--- config.mk ---
export PLATFORM = sky130hd
export DESIGN_NAME = mlfq_scheduler
export DESIGN_NICKNAME = d
export VERILOG_FILES = /design/src/rtl/mlfq_pkg.sv /design/src/rtl/mlfq_scheduler.sv /design/src/rtl/mlfq_ram.sv
export VERILOG_INCLUDE_DIRS = /design/src /design/src/rtl
export SDC_FILE = /design/constraint.sdc
export NUM_CORES = 1
export LEC_CHECK = 0
export ABC_AREA = 1
export BUFFER_PORTS_ARGS = -buffer_cell sky130_fd_sc_hd__buf_2
export CAP_MARGIN = 20
export CORE_MARGIN = 5
export CORE_UTILIZATION = 30
export CTS_BUF_LIST = sky130_fd_sc_hd__clkbuf_8
export CTS_CLUSTER_SIZE = 28
export DETAILED_ROUTE_END_ITERATION = 16
export PLACE_DENSITY = 0.5
export SLEW_MARGIN = 20
export SYNTH_ARGS = -nofsm -noshare
export SYNTH_HDL_FRONTEND = slang
export SYNTH_SLANG_ARGS = --single-unit
--- constraint.sdc ---
create_clock -name clk -period 30 [get_ports clk]
set_input_delay 0 -clock clk [delete_from_list [all_inputs] [get_ports clk]]
set_output_delay 0 -clock clk [all_outputs]
set_load 0.005 [all_outputs]
--- src/rtl/assert_macros.svh ---
// Assertion macros for the scheduler RTL.
// No dependencies; included by modules that check their own logic.
`ifndef ASSERT_MACROS_SVH
`define ASSERT_MACROS_SVH
`ifndef ASSERT_OFF
// Check an implication on every clock edge outside reset.
`define ASSERT_IMPL(label, clk, rst_n, ante, cons) \
  label: assert property (@(posedge clk) disable iff (!rst_n) (ante) |-> (cons)) \
    else $error("assertion failed");
// Check an implication in the cycle after the antecedent.
`define ASSERT_NEXT(label, clk, rst_n, ante, cons) \
  label: assert property (@(posedge clk) disable iff (!rst_n) (ante) |=> (cons)) \
    else $error("assertion failed");
`else
`define ASSERT_IMPL(label, clk, rst_n, ante, cons)
`define ASSERT_NEXT(label, clk, rst_n, ante, cons)
`endif
`endif

--- src/rtl/mlfq_pkg.sv ---
// Shared types and constants of the multilevel feedback queue scheduler.
// No dependencies.
`default_nettype none
package mlfq_pkg;
  localparam int MAX_LEVELS = 8;
  localparam int MAX_PROCS  = 16;

  localparam logic       CMD_ADMIT    = 1'b0;
  localparam logic       CMD_RUN      = 1'b1;
  localparam logic [1:0] OUT_YIELD    = 2'd0;
  localparam logic [1:0] OUT_FULL     = 2'd1;

  localparam logic [2:0] KIND_RUN     = 3'd0;
  localparam logic [2:0] KIND_EXIT    = 3'd1;
  localparam logic [2:0] KIND_BOOST   = 3'd2;
  localparam logic [2:0] KIND_IDLE    = 3'd3;
  localparam logic [2:0] KIND_ADMIT   = 3'd4;
  localparam logic [2:0] KIND_REJECT  = 3'd5;

  localparam logic       REG_NUM_LEVELS   = 1'b0;
  localparam logic       REG_BOOST_PERIOD = 1'b1;

  typedef struct packed {
    logic       cmd;
    logic [4:0] admit_pid;
    logic [1:0] slice_outcome;
  } in_item_t;

  typedef struct packed {
    logic [2:0] kind;
    logic [4:0] pid;
    logic [3:0] level;
    logic       full_quantum;
    logic       last;
  } out_item_t;

  typedef enum logic [2:0] {
    ST_IDLE,
    ST_POP,
    ST_EMIT,
    ST_BREAD,
    ST_BMOVE,
    ST_OUT
  } state_t;
endpackage
`default_nettype wire

--- src/rtl/mlfq_scheduler.sv ---
// Top level of the multilevel feedback queue scheduler.
// Depends on mlfq_pkg, mlfq_ram and assert_macros.svh.
//
// An admit goes from idle straight to the output state. A run reads the head
// pid, emits its result, then moves each boosted process with a read state and
// a move state, one process at a time, set by the single read port of the queue
// memory (read, then write back). The pid queues of all levels share one memory
// with one region per level; heads, tails and counts sit in flip-flops. A
// finished result waits in the output register while nothing else is accepted.
`default_nettype none
`include "assert_macros.svh"
module mlfq_scheduler #(
  parameter int MAX_LEVELS = mlfq_pkg::MAX_LEVELS,
  parameter int MAX_PROCS  = mlfq_pkg::MAX_PROCS
) (
  input  wire logic                clk,
  input  wire logic                rst_n,
  input  wire logic                cfg_we,
  input  wire logic                cfg_index,
  input  wire logic [15:0]         cfg_wdata,
  input  wire logic                in_valid,
  output logic                     in_stall,
  input  wire mlfq_pkg::in_item_t  in_data,
  output logic                     out_valid,
  input  wire logic                out_stall,
  output mlfq_pkg::out_item_t      out_data
);
  localparam int LW = (MAX_LEVELS > 1) ? $clog2(MAX_LEVELS) : 1;
  localparam int PW = (MAX_PROCS > 1) ? $clog2(MAX_PROCS) : 1;
  localparam int CW = $clog2(MAX_PROCS + 1);
  localparam int DEPTH = MAX_LEVELS * MAX_PROCS;
  localparam int AW = $clog2(DEPTH);

  logic [3:0]  num_levels_r;
  logic [15:0] boost_period_r;
  logic [15:0] tick_r, tick_nxt;
  logic [PW-1:0] head_r [MAX_LEVELS];
  logic [PW-1:0] tail_r [MAX_LEVELS];
  logic [CW-1:0] cnt_r  [MAX_LEVELS];

  mlfq_pkg::state_t state_r, state_nxt;
  mlfq_pkg::in_item_t item_r;
  mlfq_pkg::out_item_t out_r, out_nxt;
  logic out_valid_r;
  logic [LW-1:0] lv_r, lv_nxt;      // level being popped
  logic boost_r, boost_nxt;         // boost follows the current result

  // Effective level count and top level
  logic [4:0] nl;
  logic [LW-1:0] top;
  always_comb begin
    if (num_levels_r == 4'd0) begin
      nl = 5'd1;
    end else if ({1'b0, num_levels_r} > 5'(MAX_LEVELS)) begin
      nl = 5'(MAX_LEVELS);
    end else begin
      nl = {1'b0, num_levels_r};
    end
    top = LW'(nl - 5'd1);
  end

  // Total waiting and highest non-empty level at or below the top
  logic [CW+3:0] total;
  logic          found;
  logic [LW-1:0] hi_lv;
  logic [LW-1:0] b_lv;
  always_comb begin
    total = '0;
    found = 1'b0;
    hi_lv = '0;
    b_lv = '0;
    for (int i = 0; i < MAX_LEVELS; i++) begin
      total = total + (CW+4)'(cnt_r[i]);
      if (LW'(i) <= top && cnt_r[i] != '0) begin
        found = 1'b1;
        hi_lv = LW'(i);
      end
      if (LW'(i) < top && cnt_r[i] != '0) begin
        b_lv = LW'(i);
      end
    end
  end

  // Memory
  logic we;
  logic [AW-1:0] waddr, raddr;
  logic [4:0] wdata, rdata;
  mlfq_ram #(.WIDTH(5), .DEPTH(DEPTH)) u_ram (
    .clk(clk), .we(we), .waddr(waddr), .wdata(wdata),
    .raddr(raddr), .rdata(rdata)
  );

  function automatic logic [AW-1:0] addr_of(logic [LW-1:0] l, logic [PW-1:0] s);
    logic [31:0] a;
    a = 32'(l) * 32'(MAX_PROCS) + 32'(s);
    return AW'(a);
  endfunction

  logic accept_in, out_done;
  assign accept_in = in_valid && !in_stall;
  assign out_done  = !out_valid_r || !out_stall;
  assign in_stall  = (state_r != mlfq_pkg::ST_IDLE) || out_valid_r;
  assign out_valid = out_valid_r;
  assign out_data  = out_r;

  // Queue operations decided this cycle
  logic push_en, pop_en;
  logic [LW-1:0] push_lv, pop_lv;
  logic [4:0] push_pid;
  logic emit;
  logic [1:0] oc;
  logic [LW-1:0] dst;
  logic [31:0] pid_lim;
  logic bfound_after;

  // Next state
  always_comb begin
    state_nxt = state_r;
    case (state_r)
      mlfq_pkg::ST_IDLE:  if (accept_in) begin
        state_nxt = (in_data.cmd == mlfq_pkg::CMD_ADMIT) ? mlfq_pkg::ST_OUT
                  : (found ? mlfq_pkg::ST_POP : mlfq_pkg::ST_OUT);
      end
      mlfq_pkg::ST_POP:   state_nxt = mlfq_pkg::ST_EMIT;
      mlfq_pkg::ST_EMIT:  state_nxt = (boost_nxt && bfound_after) ? mlfq_pkg::ST_BREAD
                                                                  : mlfq_pkg::ST_OUT;
      mlfq_pkg::ST_BREAD: if (out_done) begin
        state_nxt = mlfq_pkg::ST_BMOVE;
      end
      mlfq_pkg::ST_BMOVE: state_nxt = bfound_after ? mlfq_pkg::ST_BREAD : mlfq_pkg::ST_OUT;
      mlfq_pkg::ST_OUT:   if (out_done) begin
        state_nxt = mlfq_pkg::ST_IDLE;
      end
      default:            state_nxt = mlfq_pkg::ST_IDLE;
    endcase
  end

  // Outputs of each state
  always_comb begin
    push_en = 1'b0; pop_en = 1'b0;
    push_lv = top; pop_lv = lv_r; push_pid = rdata;
    emit = 1'b0; out_nxt = out_r;
    lv_nxt = lv_r; boost_nxt = boost_r; tick_nxt = tick_r;
    raddr = addr_of(lv_r, head_r[lv_r]);
    oc = item_r.slice_outcome;
    dst = (lv_r == '0) ? '0 : lv_r - LW'(1);
    pid_lim = 32'(MAX_PROCS);
    case (state_r)
      mlfq_pkg::ST_IDLE: begin
        lv_nxt = hi_lv;
        boost_nxt = 1'b0;
        raddr = addr_of(hi_lv, head_r[hi_lv]);
        if (accept_in && in_data.cmd == mlfq_pkg::CMD_ADMIT) begin
          if (in_data.admit_pid == 5'd0 || 32'(in_data.admit_pid) > pid_lim
              || total >= (CW+4)'(MAX_PROCS)) begin
            out_nxt = '{mlfq_pkg::KIND_REJECT, in_data.admit_pid, 4'd0, 1'b0, 1'b1};
          end else begin
            push_en = 1'b1; push_pid = in_data.admit_pid;
            out_nxt = '{mlfq_pkg::KIND_ADMIT, in_data.admit_pid, nl[3:0], 1'b0, 1'b1};
          end
        end else if (accept_in && !found) begin
          out_nxt = '{mlfq_pkg::KIND_IDLE, 5'd0, 4'd0, 1'b0, 1'b1};
        end
      end
      mlfq_pkg::ST_POP: begin
        // Memory read is in flight; wait for the registered read data
      end
      mlfq_pkg::ST_EMIT: begin
        pop_en = 1'b1;
        tick_nxt = tick_r + 16'd1;
        boost_nxt = (tick_nxt >= boost_period_r);
        if (boost_nxt) begin
          tick_nxt = '0;
        end
        if (oc == mlfq_pkg::OUT_YIELD) begin
          push_en = 1'b1; push_lv = lv_r;
          out_nxt = '{mlfq_pkg::KIND_RUN, rdata, 4'(lv_r) + 4'd1, 1'b0, 1'b0};
        end else if (oc == mlfq_pkg::OUT_FULL) begin
          push_en = 1'b1; push_lv = dst;
          out_nxt = '{mlfq_pkg::KIND_RUN, rdata, 4'(dst) + 4'd1, 1'b1, 1'b0};
        end else begin
          out_nxt = '{mlfq_pkg::KIND_EXIT, rdata, 4'd0, 1'b0, 1'b0};
        end
        emit = 1'b1;
      end
      mlfq_pkg::ST_BREAD: begin
        lv_nxt = b_lv;
        raddr = addr_of(b_lv, head_r[b_lv]);
      end
      mlfq_pkg::ST_BMOVE: begin
        pop_en = 1'b1; push_en = 1'b1;
        out_nxt = '{mlfq_pkg::KIND_BOOST, rdata, nl[3:0], 1'b0, 1'b0};
        emit = 1'b1;
      end
      default: begin
      end
    endcase
    we = push_en;
    waddr = addr_of(push_lv, tail_r[push_lv]);
    wdata = push_pid;
  end

  // Look for a process left below the top after this cycle's pop and push
  logic [CW-1:0] cnt_after;
  always_comb begin
    bfound_after = 1'b0;
    cnt_after = '0;
    for (int i = 0; i < MAX_LEVELS; i++) begin
      cnt_after = cnt_r[i] + CW'(push_en && LW'(i) == push_lv)
                           - CW'(pop_en && LW'(i) == pop_lv);
      if (LW'(i) < top && cnt_after != '0) begin
        bfound_after = 1'b1;
      end
    end
  end

  // Control registers
  always_ff @(posedge clk) begin
    if (!rst_n) begin
      state_r <= mlfq_pkg::ST_IDLE;
      out_valid_r <= 1'b0;
      tick_r <= '0;
      boost_r <= 1'b0;
      num_levels_r <= 4'd3;
      boost_period_r <= 16'd100;
      for (int i = 0; i < MAX_LEVELS; i++) begin
        head_r[i] <= '0; tail_r[i] <= '0; cnt_r[i] <= '0;
      end
    end else begin
      state_r <= state_nxt;
      tick_r <= tick_nxt;
      boost_r <= boost_nxt;
      if (cfg_we && cfg_index == mlfq_pkg::REG_NUM_LEVELS) begin
        num_levels_r <= cfg_wdata[3:0];
      end
      if (cfg_we && cfg_index == mlfq_pkg::REG_BOOST_PERIOD) begin
        boost_period_r <= cfg_wdata;
      end
      // Output register: load on each result, drop when taken
      if (emit || (state_r == mlfq_pkg::ST_IDLE && accept_in &&
          (in_data.cmd == mlfq_pkg::CMD_ADMIT || !found))) begin
        out_valid_r <= 1'b1;
      end else if (out_valid_r && !out_stall) begin
        out_valid_r <= 1'b0;
      end
      // Pointer and count updates
      for (int i = 0; i < MAX_LEVELS; i++) begin
        if (pop_en && LW'(i) == pop_lv) begin
          head_r[i] <= (head_r[i] == PW'(MAX_PROCS - 1)) ? '0 : head_r[i] + PW'(1);
        end
        if (push_en && LW'(i) == push_lv) begin
          tail_r[i] <= (tail_r[i] == PW'(MAX_PROCS - 1)) ? '0 : tail_r[i] + PW'(1);
        end
        cnt_r[i] <= cnt_r[i] + CW'(push_en && LW'(i) == push_lv)
                             - CW'(pop_en && LW'(i) == pop_lv);
      end
    end
  end

  // Payload registers; an emitted item is last when nothing follows it
  always_ff @(posedge clk) begin
    lv_r <= lv_nxt;
    if (accept_in) begin
      item_r <= in_data;
    end
    if (emit) begin
      out_r <= '{out_nxt.kind, out_nxt.pid, out_nxt.level, out_nxt.full_quantum,
                 (state_r == mlfq_pkg::ST_EMIT) ? !(boost_nxt && bfound_after)
                                                : !bfound_after};
    end else begin
      out_r <= out_nxt;
    end
  end

  `ASSERT_IMPL(a_no_accept_busy, clk, rst_n, state_r != mlfq_pkg::ST_IDLE, in_stall)
  `ASSERT_IMPL(a_total_bound, clk, rst_n, 1'b1, total <= (CW+4)'(MAX_PROCS))
  `ASSERT_NEXT(a_emit_valid, clk, rst_n, emit, out_valid)
endmodule
`default_nettype wire

--- src/rtl/mlfq_ram.sv ---
// Generic single-port-write, single-read RAM with a registered read.
// No dependencies.
`default_nettype none
module mlfq_ram #(
  parameter int WIDTH = 5,
  parameter int DEPTH = 128
) (
  input  wire logic                     clk,
  input  wire logic                     we,
  input  wire logic [$clog2(DEPTH)-1:0] waddr,
  input  wire logic [WIDTH-1:0]         wdata,
  input  wire logic [$clog2(DEPTH)-1:0] raddr,
  output logic      [WIDTH-1:0]         rdata
);
  logic [WIDTH-1:0] mem [DEPTH];

  // Write and read the array
  always_ff @(posedge clk) begin
    if (we) begin
      mem[waddr] <= wdata;
    end
    rdata <= mem[raddr];
  end
endmodule
`default_nettype wire

# --- After elaboration in Yosys (flattened, before gate mapping) ---
# Memories as Yosys holds them, arrays and structs flattened. A register that Yosys moved wholly into a read port is not among the register bits.
# Cells that the tools add are included.
op_classes:
  n_addsub: 48
  mul: 0
  n_div: 0
  magnitude_cmp: 20
  n_eq_ne: 40
  shift: 0
  n_mux: 160
  n_bitwise: 26
  n_reduce_logical: 89
ops:
  columns: ["operator", "n"]
  rows:
  - ["2-to-1 mux 4 bit", 34]
  - ["nonzero test 5 bit", 16]
  - ["2-to-1 mux 1 bit", 79]
  - ["2-to-1 mux 3 bit", 24]
  - ["adder 4 x 1 -> 4 bit (second input constant)", 16]
  - ["== test 4 bit (second input constant)", 16]
  - ["2-to-1 mux 5 bit", 11]
  - ["logical AND 1 bit", 48]
  - ["case mux 14 bit (3 select lines)", 1]
  - ["adder 5 x 1 -> 5 bit", 8]
  - ["subtractor 5 x 1 -> 5 bit", 8]
  - ["2-to-1 mux 12 bit", 3]
  - ["adder 7 x 4 -> 7 bit", 4]
  - ["2-to-1 mux 14 bit", 2]
  - ["adder 9 x 5 -> 9 bit", 3]
  - ["== test 3 bit (first input constant)", 8]
  - ["bitwise OR 1 bit", 24]
  - ["case mux 3 bit (6 select lines)", 1]
  - ["adder 16 x 1 -> 16 bit (second input constant)", 1]
  - [">= comparator 16 bit", 1]
  - ["2-to-1 mux 16 bit", 1]
  - ["case mux 7 bit (2 select lines)", 1]
  - ["== test 2 x 3 -> 1 bit (first input constant)", 4]
  - ["less-or-equal comparator 3 bit (first input constant)", 4]
  - ["other kinds (37)", 65]
totals:
  reg_bits: 60
  latchBits: 0
  ramBits: 744
  romBits: 0
  inputBits: 30
  out_inout_bits: 16
  wordCells: 400
  memories: 4
mem_list:
  columns: ["name", "depth", "width", "rd", "rd_ports_with_merged_regs", "wr", "line", "rtl"]
  rows:
  - ["u_ram.mem", 128, 5, 1, 1, 1, "mlfq_ram.sv:15", "logic [WIDTH-1:0] mem [DEPTH];"]
  - ["cnt_r", 8, 5, 8, 0, 8, "mlfq_scheduler.sv:39", "logic [CW-1:0] cnt_r [MAX_LEVELS];"]
  - ["head_r", 8, 4, 11, 1, 8, "mlfq_scheduler.sv:37", "logic [PW-1:0] head_r [MAX_LEVELS];"]
  - ["tail_r", 8, 4, 9, 0, 8, "mlfq_scheduler.sv:38", "logic [PW-1:0] tail_r [MAX_LEVELS];"]

# --- Depth between registers and ports, before layout ---
# An unclocked memory read counts as a cell.
depth:
  depth_word: 30
  mapped_depth: 33
  depth_no_buf: 32

# --- Hierarchy ---
# A second synthesis with hierarchy kept.
unflattened:
  hier_cells: 3782
  hier_area_um2: 38563.2
by_module_without_submodules:
  columns: ["module", "n_inst", "cells_per_inst", "area_per_inst_um2", "seq_area_each_um2"]
  rows:
  - ["mlfq_ram", 1, 2308, 26696.9, 19318.5]
  - ["mlfq_scheduler", 1, 1474, 11866.4, 4174.0]

# --- Least setup slack after synthesis ---
# No wires, ideal clock.
synth_timing:
  kind: "reg-to-reg"
  from: "mem cnt_r[0][17] in the netlist's numbering"
  to: "mem u_ram.mem[0][0] (data pin)"
  setup_ns: 1.198
  t_arrival_ns: 8.561
  required_time_ns: 28.802
  path_slack_ns: 20.242
  path_stages_with_launch: 17
  path_buffers: 1
  synth_period_minus_slack_ns: 9.758
  cell_sequence: "dfxtp_1 -> inv_1 -> fa_1 -> inv_1 -> fa_1 -> fa_1 -> fa_1 -> ha_1 -> fa_1 -> inv_1 -> a211o_1 -> nand2_1 -> o2111ai_1 -> a21oi_1 -> nand2_1 -> clkbuf_1 -> o21ai_0"
synth_lines:
  columns: ["item", "line"]
  rows:
  - ["start, declared", "mlfq_scheduler.sv:39"]
  - ["end, declared", "mlfq_ram.sv:15"]

==> impl_metrics.json <==
{
  "clock_sinks": 812,
  "maxCapViolCount": 0,
  "synth.distinct_cells": 52,
  "drive_above_1_share_pct": 7.20,
  "cp-end-kind": "flop",
  "port_buffers": 45,
  "max_slew_margin_pct": 25.5,
  "cts_tree": "done",
  "yosysWarnings": 0,
  "syn_nets": 4553,
  "cts_buffers": 144,
  "synth_area_leader_cell": "edfxtp_1",
  "rsz0062_at_grt": "no",
  "ys_top_cells_by_area": "edfxtp_1, nand3_1, inv_1",
  "finalCriticalPeriod_ns": 7.77,
  "drcViolationCount": 0,
  "route.met3.wl_mm": 6.17,
  "drtAntennaViolNets": 0,
  "synth_top_area_share_pct": 52.6,
  "clk_pin_slew_worst_paths_ns": 0.06,
  "cp.required_ns": 30.77,
  "first_pass_iters": 5,
  "post_cts_buffers": 0,
  "synth_area_um2": 41300,
  "wl_per_cell_um": 19.0,
  "grt_max_degree": 208,
  "setup_viol": 0,
  "critPathLaunchType": "flop",
  "die_h_um": 381,
  "period_share_pct": 25.9,
  "grt_pass1_wl_mm": 185,
  "crit_arrival_ns": 8.55,
  "drt_iter0_markers": 2710,
  "synth_common_cells": "inv_1, edfxtp_1, nand3_1",
  "cts_root_buf": "clkbuf_8",
  "start_util_pct": 30.1,
  "critical-path-max-stage-delay_ns": 0.66,
  "syn_to_final_growth_pct": 12.9,
  "top_layer_used": "met4",
  "dp_hpwl_mm": 73.0,
  "cts_buffer_depth": 3,
  "register_area_um2": 23500,
  "max_freq_mhz": 129,
  "multi_input_area_um2": 13400,
  "num_vias": 30982,
  "slowest_stage": "nor3_1",
  "holdWs_ns": 0.139,
  "vias_per_cell": 4.86,
  "max_slew.worst_pin.slew_ns": 1.12,
  "fin_tns_setup_ns": 0,
  "synthFlopType": "edfxtp_1",
  "grt_antenna_before_repair": 2,
  "synthCells": 4383,
  "fillCellCount": 14245,
  "clock_latency_ns": 0.86,
  "finClkSkew_ns": 0.0392,
  "drt-met1-wl_mm": 53.2,
  "die_area_um2": 145000,
  "hold_viol_final": 0,
  "globalplace.congestion": 0.871,
  "outcome": "complete, no violations",
  "dieWidth_um": 381,
  "fin_nets": 4637,
  "cts_max_level": 4,
  "hold_path_class": "in2reg",
  "yosysMostFrequentCell": "inv_1",
  "postCtsResizedCells": 0,
  "criticalPathCategory": "reg2reg",
  "grt_usage_pct": 16.3,
  "async_flop_share_pct": 0,
  "yosysSeqAreaShare_pct": 56.9,
  "rows": 136,
  "cts_hold_buf": 82,
  "ys_seq_elements": 812,
  "grt_pass1_vias": 30556,
  "met2_length_mm": 58.2,
  "io_pins": 46,
  "syn_area_per_cell_um2": 9.42,
  "core_area_um2": 137000,
  "finalWirelength_mm": 121,
  "overflow": 0,
  "finalMaxSlewViolations": 0,
  "cp_max_fo": 12,
  "synth-edff-count": 723
}
[cell type report]
class / instances / share of cell area, %
Sequential cell: 812 / 50.4
Multi-Input combinational cell: 2457 / 28.9
Tap cell: 1794 / 4.82
Inverter: 881 / 7.11
Timing Repair Buffer: 171 / 3.04
Clock inverter: 114 / 1.34
Clock buffer: 148 / 4.37
Antenna cell: 3 / 0.0161
[worst max-delay path: cells and delay by family, from the launching register on]
family | cells | cell delay, ns
buf+inv | 6 | 0.87
simple gates | 7 | 1.64
flops | 1 | 0.33
fa+ha+maj | 8 | 3.24
compound gates | 9 | 1.39
xor+xnor | 1 | 0.21
[final timing paths]
check / end / slack (ns) / from / depth (start not counted)
setup / recovery: state_r[2] / 22.23 / cnt_r[0][17] / 31
hold / removal: out_data[13] / 0.14 / in_data[7] / 3
setup reg to reg: state_r[2] / 22.23 / cnt_r[0][17] / 31
hold reg to reg: tick_r[1] / 0.49 / tick_r[1] / 2
[cells in the final DEF (no fill, tap or decap), types with 10 or more instances in the layout]
cell,count
clkbuf_8,148
xor2_1,46
o21ai_1,24
inv_2,10
nor2_2,10
nand4_1,294
edfxtp_1,723
nor3_1,21
nand3_1,655
fa_1,37
dlygate4sd3_1,82
nor2_1,322
buf_4,40
ha_1,103
buf_2,45
nand2_1,635
a21oi_1,86
xnor2_1,20
o21ai_0,104
clkinv_2,12
inv_1,915
o211ai_1,21
dfxtp_1,89
clkinv_1,38
[per-stage QoR]
step / instances / utilization, % / setup WS, ns / area (µm²)
after floorplan: 4383 / - / 20.24 / 41300
after global placement: 6033 / 31.4 / 22.34 / 43100
after detailed placement: 6033 / 31.4 / 22.29 / 43100
after CTS: 6377 / 33.9 / 22.24 / 46600
after global routing: 6379 / 34.0 / 21.57 / 46600
final: 6380 / 34.0 / 22.23 / 46600
[routing by layer]
layer | GRT usage, % | vias to the layer above
li1 | - | 14817
met4 | 5.79 | 0
met5 | 0 | -
met2 | 27.3 | 858
met1 | 21.4 | 15083
met3 | 2.70 | 224
[registers in the layout (all words and copies together) (netlist names), 4 cells and up, named ones only]
| register | flops |
|---|---|
| u_ram.rdata | 5 |
| out_data | 14 |
| num_levels_r | 4 |
| head_r | 32 |
| boost_period_r | 16 |
| u_ram.mem | 640 |
| cnt_r | 40 |
| tail_r | 32 |
| tick_r | 16 |
[cell families (layout without fill, tap and decap cells)]
kind of cell | count (synthesis) | in the layout | share of synthesized area (%)
AND/OR/NAND/NOR | 1977 | 1977 | 22.3
buffers and inverters | 1114 | 1314 | 10.8
flip-flops | 812 | 812 | 56.9
AO/OA/AOI/OAI | 274 | 274 | 3.74
adder cells (fa/ha/maj) | 140 | 140 | 4.92
XOR/XNOR | 66 | 66 | 1.40
other | 0 | 3 | 0
Power is not shown: default switching activity piles up to over one toggle a cycle in this logic, so the estimate is an artifact.
